## config.mk

```make
export PLATFORM = sky130hd
export DESIGN_NAME = gwp_cell
export DESIGN_NICKNAME = d
export VERILOG_FILES = /design/src/rtl/gwp_pkg.sv /design/src/rtl/gwp_cell.sv
export SDC_FILE = /design/constraint.sdc
export NUM_CORES = 1
export LEC_CHECK = 0
export ABC_AREA = 1
export BUFFER_PORTS_ARGS = -buffer_cell sky130_fd_sc_hd__buf_4
export CAP_MARGIN = 20
export CORE_MARGIN = 8
export CORE_UTILIZATION = 51
export CTS_BUF_LIST = sky130_fd_sc_hd__clkbuf_2
export DETAILED_ROUTE_END_ITERATION = 8
export PLACE_DENSITY = 0.7
export SLEW_MARGIN = 40
export SYNTH_ARGS = -nofsm -noshare
export SYNTH_HDL_FRONTEND = slang
export SYNTH_SLANG_ARGS = --single-unit
```

## constraint.sdc

```tcl
create_clock -name i_clk -period 3.55 [get_ports i_clk]
set_clock_uncertainty 0.15 [all_clocks]
set_input_delay 0.5325 -clock i_clk [delete_from_list [all_inputs] [get_ports i_clk]]
set_output_delay 0.5325 -clock i_clk [all_outputs]
set_load 0.03 [all_outputs]
```

## src/rtl/gwp_pkg.sv

```systemverilog
// Shared types and constants for the grid wavefront planner.
// No dependencies; imported by the column cell, the top level and the checker.
package gwp_pkg;

    localparam int GRID_COLS = 32;
    localparam int GRID_ROWS = 32;
    localparam int COL_W     = $clog2(GRID_COLS);
    localparam int ROW_W     = $clog2(GRID_ROWS);
    localparam int WAVE_W    = 11;
    localparam logic [WAVE_W-1:0] WAVE_MAX = 11'd2047;

    typedef enum logic [1:0] {
        FN_OCC   = 2'd0,
        FN_GOAL  = 2'd1,
        FN_PLAN  = 2'd2,
        FN_TRACE = 2'd3
    } t_func;

    typedef enum logic [1:0] {
        ST_OK      = 2'd0,
        ST_NO_PATH = 2'd1,
        ST_BLOCKED = 2'd2,
        ST_STUCK   = 2'd3
    } t_status;

    typedef enum logic [2:0] {
        OP_NONE,
        OP_OCC,
        OP_GOAL,
        OP_INIT,
        OP_EXPAND,
        OP_WRITE
    } t_op;

    typedef struct packed {
        t_op               op;
        logic [COL_W-1:0]  col;
        logic [ROW_W-1:0]  row;
        logic              flag;
        logic [WAVE_W-1:0] value;
    } t_cell_ctl;

    typedef struct packed {
        logic              last;
        t_status           status;
        logic [WAVE_W-1:0] wave;
        logic [4:0]        row;
        logic [4:0]        col;
    } t_result;

endpackage

```

## src/rtl/gwp_cell.sv

```systemverilog
// One grid column: occupancy, goal, visited and frontier bits plus a wave RAM.
// Depends on gwp_pkg; frontier bits pass to the neighbor columns every cycle.
module gwp_cell (
    input  logic                          i_clk,
    input  logic                          i_rst_n,
    input  logic [gwp_pkg::COL_W-1:0]     i_col_id,
    input  gwp_pkg::t_cell_ctl            i_ctl,
    input  logic [gwp_pkg::GRID_ROWS-1:0] i_front_l,
    input  logic [gwp_pkg::GRID_ROWS-1:0] i_front_r,
    output logic [gwp_pkg::GRID_ROWS-1:0] o_front,
    output logic [gwp_pkg::GRID_ROWS-1:0] o_vis,
    output logic [gwp_pkg::GRID_ROWS-1:0] o_occ,
    output logic [gwp_pkg::GRID_ROWS-1:0] o_goal,
    output logic [gwp_pkg::WAVE_W-1:0]    o_rd
);
    import gwp_pkg::*;

    logic [GRID_ROWS-1:0] r_occ, r_goal, r_vis, r_front;
    logic [GRID_ROWS-1:0] w_new;
    logic [WAVE_W-1:0]    r_mem [GRID_ROWS];
    logic [WAVE_W-1:0]    w_init;
    logic [WAVE_W-1:0]    r_rd;

    assign w_new  = (i_front_l | i_front_r | (r_front << 1) | (r_front >> 1)) & ~r_vis;
    assign w_init = r_occ[i_ctl.row] ? WAVE_W'(1) : (r_goal[i_ctl.row] ? WAVE_W'(2) : '0);

    always_ff @(posedge i_clk) begin
        if (!i_rst_n) begin
            r_occ   <= '0;
            r_goal  <= '0;
            r_vis   <= '0;
            r_front <= '0;
        end else begin
            case (i_ctl.op)
                OP_OCC: begin
                    if (i_ctl.col == i_col_id) r_occ[i_ctl.row] <= i_ctl.flag;
                end
                OP_GOAL: begin
                    if (i_ctl.col == i_col_id) r_goal[i_ctl.row] <= i_ctl.flag;
                end
                OP_INIT: begin
                    r_vis   <= r_occ | r_goal;
                    r_front <= r_goal & ~r_occ;
                end
                OP_EXPAND: begin
                    r_front <= w_new;
                    r_vis   <= r_vis | w_new;
                end
                default: ;
            endcase
        end
    end

    always_ff @(posedge i_clk) begin
        if (i_ctl.op == OP_INIT)
            r_mem[i_ctl.row] <= w_init;
        else if (i_ctl.op == OP_WRITE && r_front[i_ctl.row])
            r_mem[i_ctl.row] <= i_ctl.value;
        r_rd <= r_mem[i_ctl.row];
    end

    assign o_front = r_front;
    assign o_vis   = r_vis;
    assign o_occ   = r_occ;
    assign o_goal  = r_goal;
    assign o_rd    = r_rd;

endmodule

```

# Yosys cells after proc, flatten, opt, wreduce, memory -nomap -nowiden
# Memory sizes are Yosys's and may differ from the RTL's. A register that Yosys moved wholly into a read port is not among the register bits.
# Index checks and enable logic that the tools add are counted.
[totals]
reg_bits = 128
ram_bits = 352
input_bits = 96
word_cells = 48
n_memories = 1
[classes]
n_lt_le_gt_ge = 2
eq_ne = 6
n_mux = 20
bitwise = 10
n_reduce_logical = 5
[mem_list]
columns = ["name", "depth", "word_bits", "rd", "rd_ports_with_merged_regs", "wr", "line_no", "source"]
rows = [
  ["r_mem", 32, 11, 1, 1, 1, "gwp_cell.sv:20", "logic [WAVE_W-1:0] r_mem [GRID_ROWS];"],
]
[ops]
columns = ["op", "n"]
rows = [
  ["bitwise OR 32 bit", 4],
  ["one-hot mux 32 bit (2 select lines)", 2],
  ["AND 32 bit", 2],
  ["bitwise mux 32 bit", 2],
  ["NOT 32 bit", 2],
  ["bitwise OR 32 x 31 -> 32 bit", 1],
  ["binary-select mux 1 bit (select 5 bit)", 3],
  ["two-way mux 11 bit", 1],
  ["two-way mux 1 bit", 9],
  ["== test 3 x 2 -> 1 bit, second input constant", 2],
  ["== test 3 bit, second input constant", 2],
  ["less-than comparator 5 x 6 -> 1 bit, second input constant", 1],
  ["demux 1 bit (select 5 bit)", 1],
  ["== test 5 bit", 1],
  ["greater-or-equal comparator 5 x 1 -> 1 bit, second input constant", 1],
  ["two-way mux 2 bit", 2],
  ["AND reduction 2 bit", 2],
  ["== test 3 x 1 -> 1 bit, second input constant", 1],
  ["logical AND 1 bit", 2],
  ["nonzero test 2 bit", 1],
  ["bitwise OR 1 bit", 1],
]

# Longest topological paths before layout
[depth]
ltp_word = 7
depth_mapped = 15

# Least setup slack after synthesis
# No wires, ideal clock.
[synth_timing]
kind = "input port to flip-flop"
startpoint = "in i_ctl[12] in the netlist's numbering"
endpoint = "mem r_mem[0][0], enable pin"
t_arrival_ns = 2.435
required_time_ns = 3.004
slack_ns = 0.569
stages = 8
cell_sequence = "buf_6 -> buf_6 -> nor2_2 -> buf_6 -> buf_2 -> inv_2 -> nor2_1 -> a21boi_0"
[synth_via]
elab_chain_cells = 7
[synth_lines]
columns = ["item", "line_no", "source"]
rows = [
  ["start: declaration", "gwp_cell.sv:7", "input gwp_pkg::t_cell_ctl i_ctl,"],
  ["binary-select mux 1 bit (select 5 bit)", "gwp_cell.sv:57", "else if (i_ctl.op == OP_WRITE && r_front[i_ctl.row])"],
  ["two-way mux 1 bit (not written as such)", "gwp_cell.sv:57", ""],
  ["logical AND 1 bit", "gwp_cell.sv:57", ""],
  ["two-way mux 1 bit", "gwp_cell.sv:57", ""],
  ["two-way mux 1 bit", "gwp_cell.sv:55", "if (i_ctl.op == OP_INIT)"],
  ["two-way mux 1 bit (not written as such)", "gwp_cell.sv:58", "r_mem[i_ctl.row] <= i_ctl.value;"],
  ["bitwise OR 1 bit (no source line)", "-", ""],
  ["end: declaration", "gwp_cell.sv:20", ""],
]
# Several ways; a longest one is shown, not always the timed one. The select of a mux whose other input is x is not followed.

# Worst setup path in the final report
[layout_timing]
startpoint = "in i_ctl[13] in the netlist's numbering"
endpoint = "mem r_mem[25][1] (data pin)"
[layout_via]
elab_chain_cells = 7
[layout_lines]
columns = ["item", "line_no"]
rows = [
  ["binary-select mux 1 bit (select 5 bit)", "gwp_cell.sv:57"],
  ["two-way mux 1 bit (not written as such)", "gwp_cell.sv:57"],
  ["logical AND 1 bit", "gwp_cell.sv:57"],
  ["two-way mux 1 bit", "gwp_cell.sv:57"],
  ["two-way mux 1 bit", "gwp_cell.sv:55"],
  ["two-way mux 1 bit (not written as such)", "gwp_cell.sv:58"],
  ["two-way mux 11 bit (no source line) *", "-"],
]
# Every way passes the cells marked *; elsewhere a longest branch is shown, timed or not. The select of a mux whose other input is x is not followed.

==> run metrics <==
DP Area=0.02332 sq mm; fraction of layout instances using a drive strength above 1=0.2342; root buf cell=sky130_fd_sc_hd__clkbuf_2; Placed Cells incl. Taps=2659; cell types with the largest area share after synthesis=sky130_fd_sc_hd__edfxtp_1 (51%), sky130_fd_sc_hd__dfxtp_1 (13%), sky130_fd_sc_hd__nand2_1 (6.9%), sky130_fd_sc_hd__a22oi_1 (6.4%), sky130_fd_sc_hd__a21oi_1 (3.9%); final cell area excluding filler cells=0.02532 sq mm; arrival time of data at the critical path endpoint=~3300 ps; vias in the first global route=between 15000 and 20000; DRC Markers=0; portion of total power attributed to sequential cells=0.568; initial antenna violation count=2; Crit path top cell by count=sky130_fd_sc_hd__nand2_1; top-level port count=235; final number of max-transition violations=0; Pwr Density=434.1 mW/mm^2; Layout fillers=3312; post-route fraction of the period consumed by the critical path=0.7782; clock tree from TritonCTS=done; Yosys warning total=0; gr ovfl total=0; required time at the worst-slack endpoint=4120 ps; number of distinct standard cells referenced by the synthesized netlist=34; number of core rows=74; final HPWL from detailed placement=44.03 mm; capturing point of the worst reg2reg path=r_mem[25][1]; Worst Setup Slack post-DPL=253.6 ps; die area=around 0.047 sq mm; Max transition margin=0.4242; Final nets=2437; clock-pin slew on the worst setup and hold paths=110 ps; CTS Buf Count=118; class of the most critical hold timing path=input pin to register; Comb power frac=0.107; Core ar.=0.04055 sq mm; number of standard cells in the layout, taps in and fillers out=2972; Clock H-tree levels=3; setup violators final=0; starting density of the core=0.5128; total iterations of the first detailed-routing run=6; CP cell instances=dlygate4sd3_1 -> buf_4 -> inv_1 -> buf_4 -> nor2_4 -> nand2_1 -> nand3_1 -> nand2_1 -> nand2_1 -> nor2_1 -> nand2_1 -> nand3_1 -> nand2_1 -> buf_4; average vias per placed instance=5.894; die span in y=217.9 um; hold path endpoint=r_mem[21][1]; die outline width=217.9 um; placer's final routability congestion estimate=0.8943; Total Routing Usage GR=0.2755; register area share after synthesis=0.6421; Hold Slack=127.1 ps; P_sw=3.064 mW; Tmin final=between 2000 and 3000 ps; worst reg2reg setup slack=slightly below 1000 ps; kind of start point of the critical path=input pin; number of synthesized register bits=491; Worst setup EP type=register; number of vias in the routed layout=17520; most repeated cell in the gate-level netlist after synthesis=sky130_fd_sc_hd__nand2_1; maximum net fanout on the critical path=32; final sum of negative setup slack=0 ps; Worst Setup Slack, final=approximately 800 ps; Total Wirelength=67.30 mm; first-pass GRT wire length=101.5 mm; Hold Crit Start=i_ctl[1]; net count after synthesis=2056; summed instance area of the synthesized netlist=0.02080 sq mm; post-synthesis area per instance=10.61 sq um; Synth area leader=sky130_fd_sc_hd__edfxtp_1; EDFF count, synth=roughly 350; clock network fraction of total power=0.325; Commonest cells post-synth=sky130_fd_sc_hd__nand2_1 (381), sky130_fd_sc_hd__edfxtp_1 (352), sky130_fd_sc_hd__a22oi_1 (176); Port Buf Inserts=around 230; cells after synthesis=between 1500 and 2000; predominant post-synthesis flop cell=sky130_fd_sc_hd__edfxtp_1; worst r2r src=o_front[29]; buffer depth of the longest clock path=3; total number of clock tree sinks=between 400 and 500; switch share=0.2788; final-report hold violation count=0; number of cells traversed by the worst hold path=4; RSZ-0062 raised after global routing=false; run status=complete, no violations; slew at the pin with the worst max-slew slack=between 800 and 900 ps; slowest stage cell on the critical path=sky130_fd_sc_hd__dlygate4sd3_1; max capacitance violation total=0; critical path class=input pin to register; leakage power of the design=roughly 8.9 nW; highest clock rate=362.0 MHz; area share of the largest cell type after synthesis=0.5083; maximum number of pins on one net before global-route repair=92; share of synthesized registers carrying an async set or reset=0; growth of design area from synthesis to finish=21.75%; Routed Antenna Nets=0; wire length per cell after detailed routing=22.64 um; cell internal pwr=7.927 mW; Max rail drop VDD=0.0003010 V; Clock Latency Late Sink=approximately 1100 ps; Worst R2R Path Depth=11; Largest stage delay, worst path=570 ps; DRT iter0 DRCs=between 2000 and 2500
## flip-flops by register name, indices dropped and copies added, names as in the netlist
name,cells
o_rd,11
o_front,32
o_occ,32
o_vis,32
o_goal,32
r_mem,352
## cell type report
cell class / instances / area (sq um) / area share
Antenna cell: 2 / 5.005 / 0.0001977
Clock buffer: 175 / 875.8 / 0.03459
Clock inverter: 42 / 170.2 / 0.006721
Inverter: 96 / 361.6 / 0.01428
Multi-Input combinational cell: 1251 / 6703 / 0.2647
Sequential cell: 491 / 13350 / 0.5274
Tap cell: 532 / 665.6 / 0.02629
Timing Repair Buffer: 383 / 3186 / 0.1258
## stage by stage
step / total power [mW] / utilization
after floorplan: 6.974 / -
after global placement: 7.429 / 0.5725
after detailed placement: 7.449 / 0.5750
after CTS: 11.04 / 0.6240
after global routing: 11.42 / 0.6243
final: 10.99 / 0.6243
## cells in the final DEF (no fill, tap or decap)
master	synthesis	final
sky130_fd_sc_hd__a21oi_2	0	8
sky130_fd_sc_hd__nand3_1	129	128
sky130_fd_sc_hd__nor3_1	63	63
sky130_fd_sc_hd__dfxtp_1	139	139
sky130_fd_sc_hd__nand3_2	0	1
sky130_fd_sc_hd__nand2_4	1	1
sky130_fd_sc_hd__dlygate4sd3_1	0	94
sky130_fd_sc_hd__o21ai_0	45	45
sky130_fd_sc_hd__clkinv_1	0	34
sky130_fd_sc_hd__nor3_4	2	4
sky130_fd_sc_hd__clkinv_2	0	8
sky130_fd_sc_hd__nand2_2	2	4
sky130_fd_sc_hd__nor4_1	4	4
sky130_fd_sc_hd__clkinvlp_4	0	1
sky130_fd_sc_hd__buf_4	4	283
sky130_fd_sc_hd__inv_1	84	82
sky130_fd_sc_hd__xnor2_1	4	4
sky130_fd_sc_hd__a21boi_1	21	3
sky130_fd_sc_hd__edfxtp_1	352	352
sky130_fd_sc_hd__nor2_1	101	91
sky130_fd_sc_hd__nor2_2	19	27
sky130_fd_sc_hd__nor3_2	7	5
sky130_fd_sc_hd__a21oi_1	161	153
sky130_fd_sc_hd__a22oi_1	176	176
sky130_fd_sc_hd__nand3b_1	24	24
sky130_fd_sc_hd__o21ai_1	1	1
sky130_fd_sc_hd__diode_2	0	2
sky130_fd_sc_hd__o31ai_1	1	1
sky130_fd_sc_hd__buf_12	0	6
sky130_fd_sc_hd__a21boi_2	0	21
sky130_fd_sc_hd__clkbuf_2	0	175
sky130_fd_sc_hd__nand2_1	381	379
sky130_fd_sc_hd__a31oi_1	32	32
sky130_fd_sc_hd__or2_1	34	34
sky130_fd_sc_hd__a2111oi_0	27	27
sky130_fd_sc_hd__inv_2	12	13
sky130_fd_sc_hd__nor2_4	1	3
sky130_fd_sc_hd__nand4_1	1	1
sky130_fd_sc_hd__or2_2	11	11
## cell families (layout without fill, tap and decap cells)
group           count (synthesis)  in the layout  synth area share
other cells                     0              2                 0
buf+inv                       218            696           0.04362
compound gates                467            467            0.1434
xor+xnor                        4              4          0.001684
flops                         491            491            0.6421
simple gates                  780            780            0.1692
## power groups by stage
stage,combinational (mW),sequential (mW),clock (mW)
floorplan,0.485,6.49,0
global placement,1.06,6.37,0
detailed placement,1.08,6.37,0
CTS,1.16,6.24,3.63
global route,1.26,6.25,3.91
finish,1.18,6.24,3.57
## how the worst max path moves through the flow
stage	start	end	slack (ps)
final	i_ctl[13]	r_mem[25][1]	790
after global routing	i_ctl[13]	r_mem[25][1]	770
after CTS	o_front[29]	r_mem[29][4]	780
after detailed placement	i_ctl[12]	r_mem[27][6]	250
after global placement	i_ctl[12]	r_mem[21][6]	280
after floorplan	i_ctl[12]	r_mem[0][0]	570
## per-layer routing
metal	vias up	global-route usage	share of wire
li1	7924	-	-
met1	8442	0.3519	0.39
met2	1009	0.4553	0.48
met3	143	0.05992	0.094
met4	0	0.1055	0.034
met5	-	0	0
## critical path, delay by kind of cell
| kind | cells | cell delay [ps] |
|---|---|---|
| buffers and inverters | 5 | 1670 |
| AND/OR/NAND/NOR | 9 | 1090 |
## what timing repair did
item                      4_1_cts  5_1_grt
hold buffers                   94        0
resized for setup               0        0
hold endpoints to repair      393        0
buffers inserted                0        0
Power figures use the tool's default switching activity.
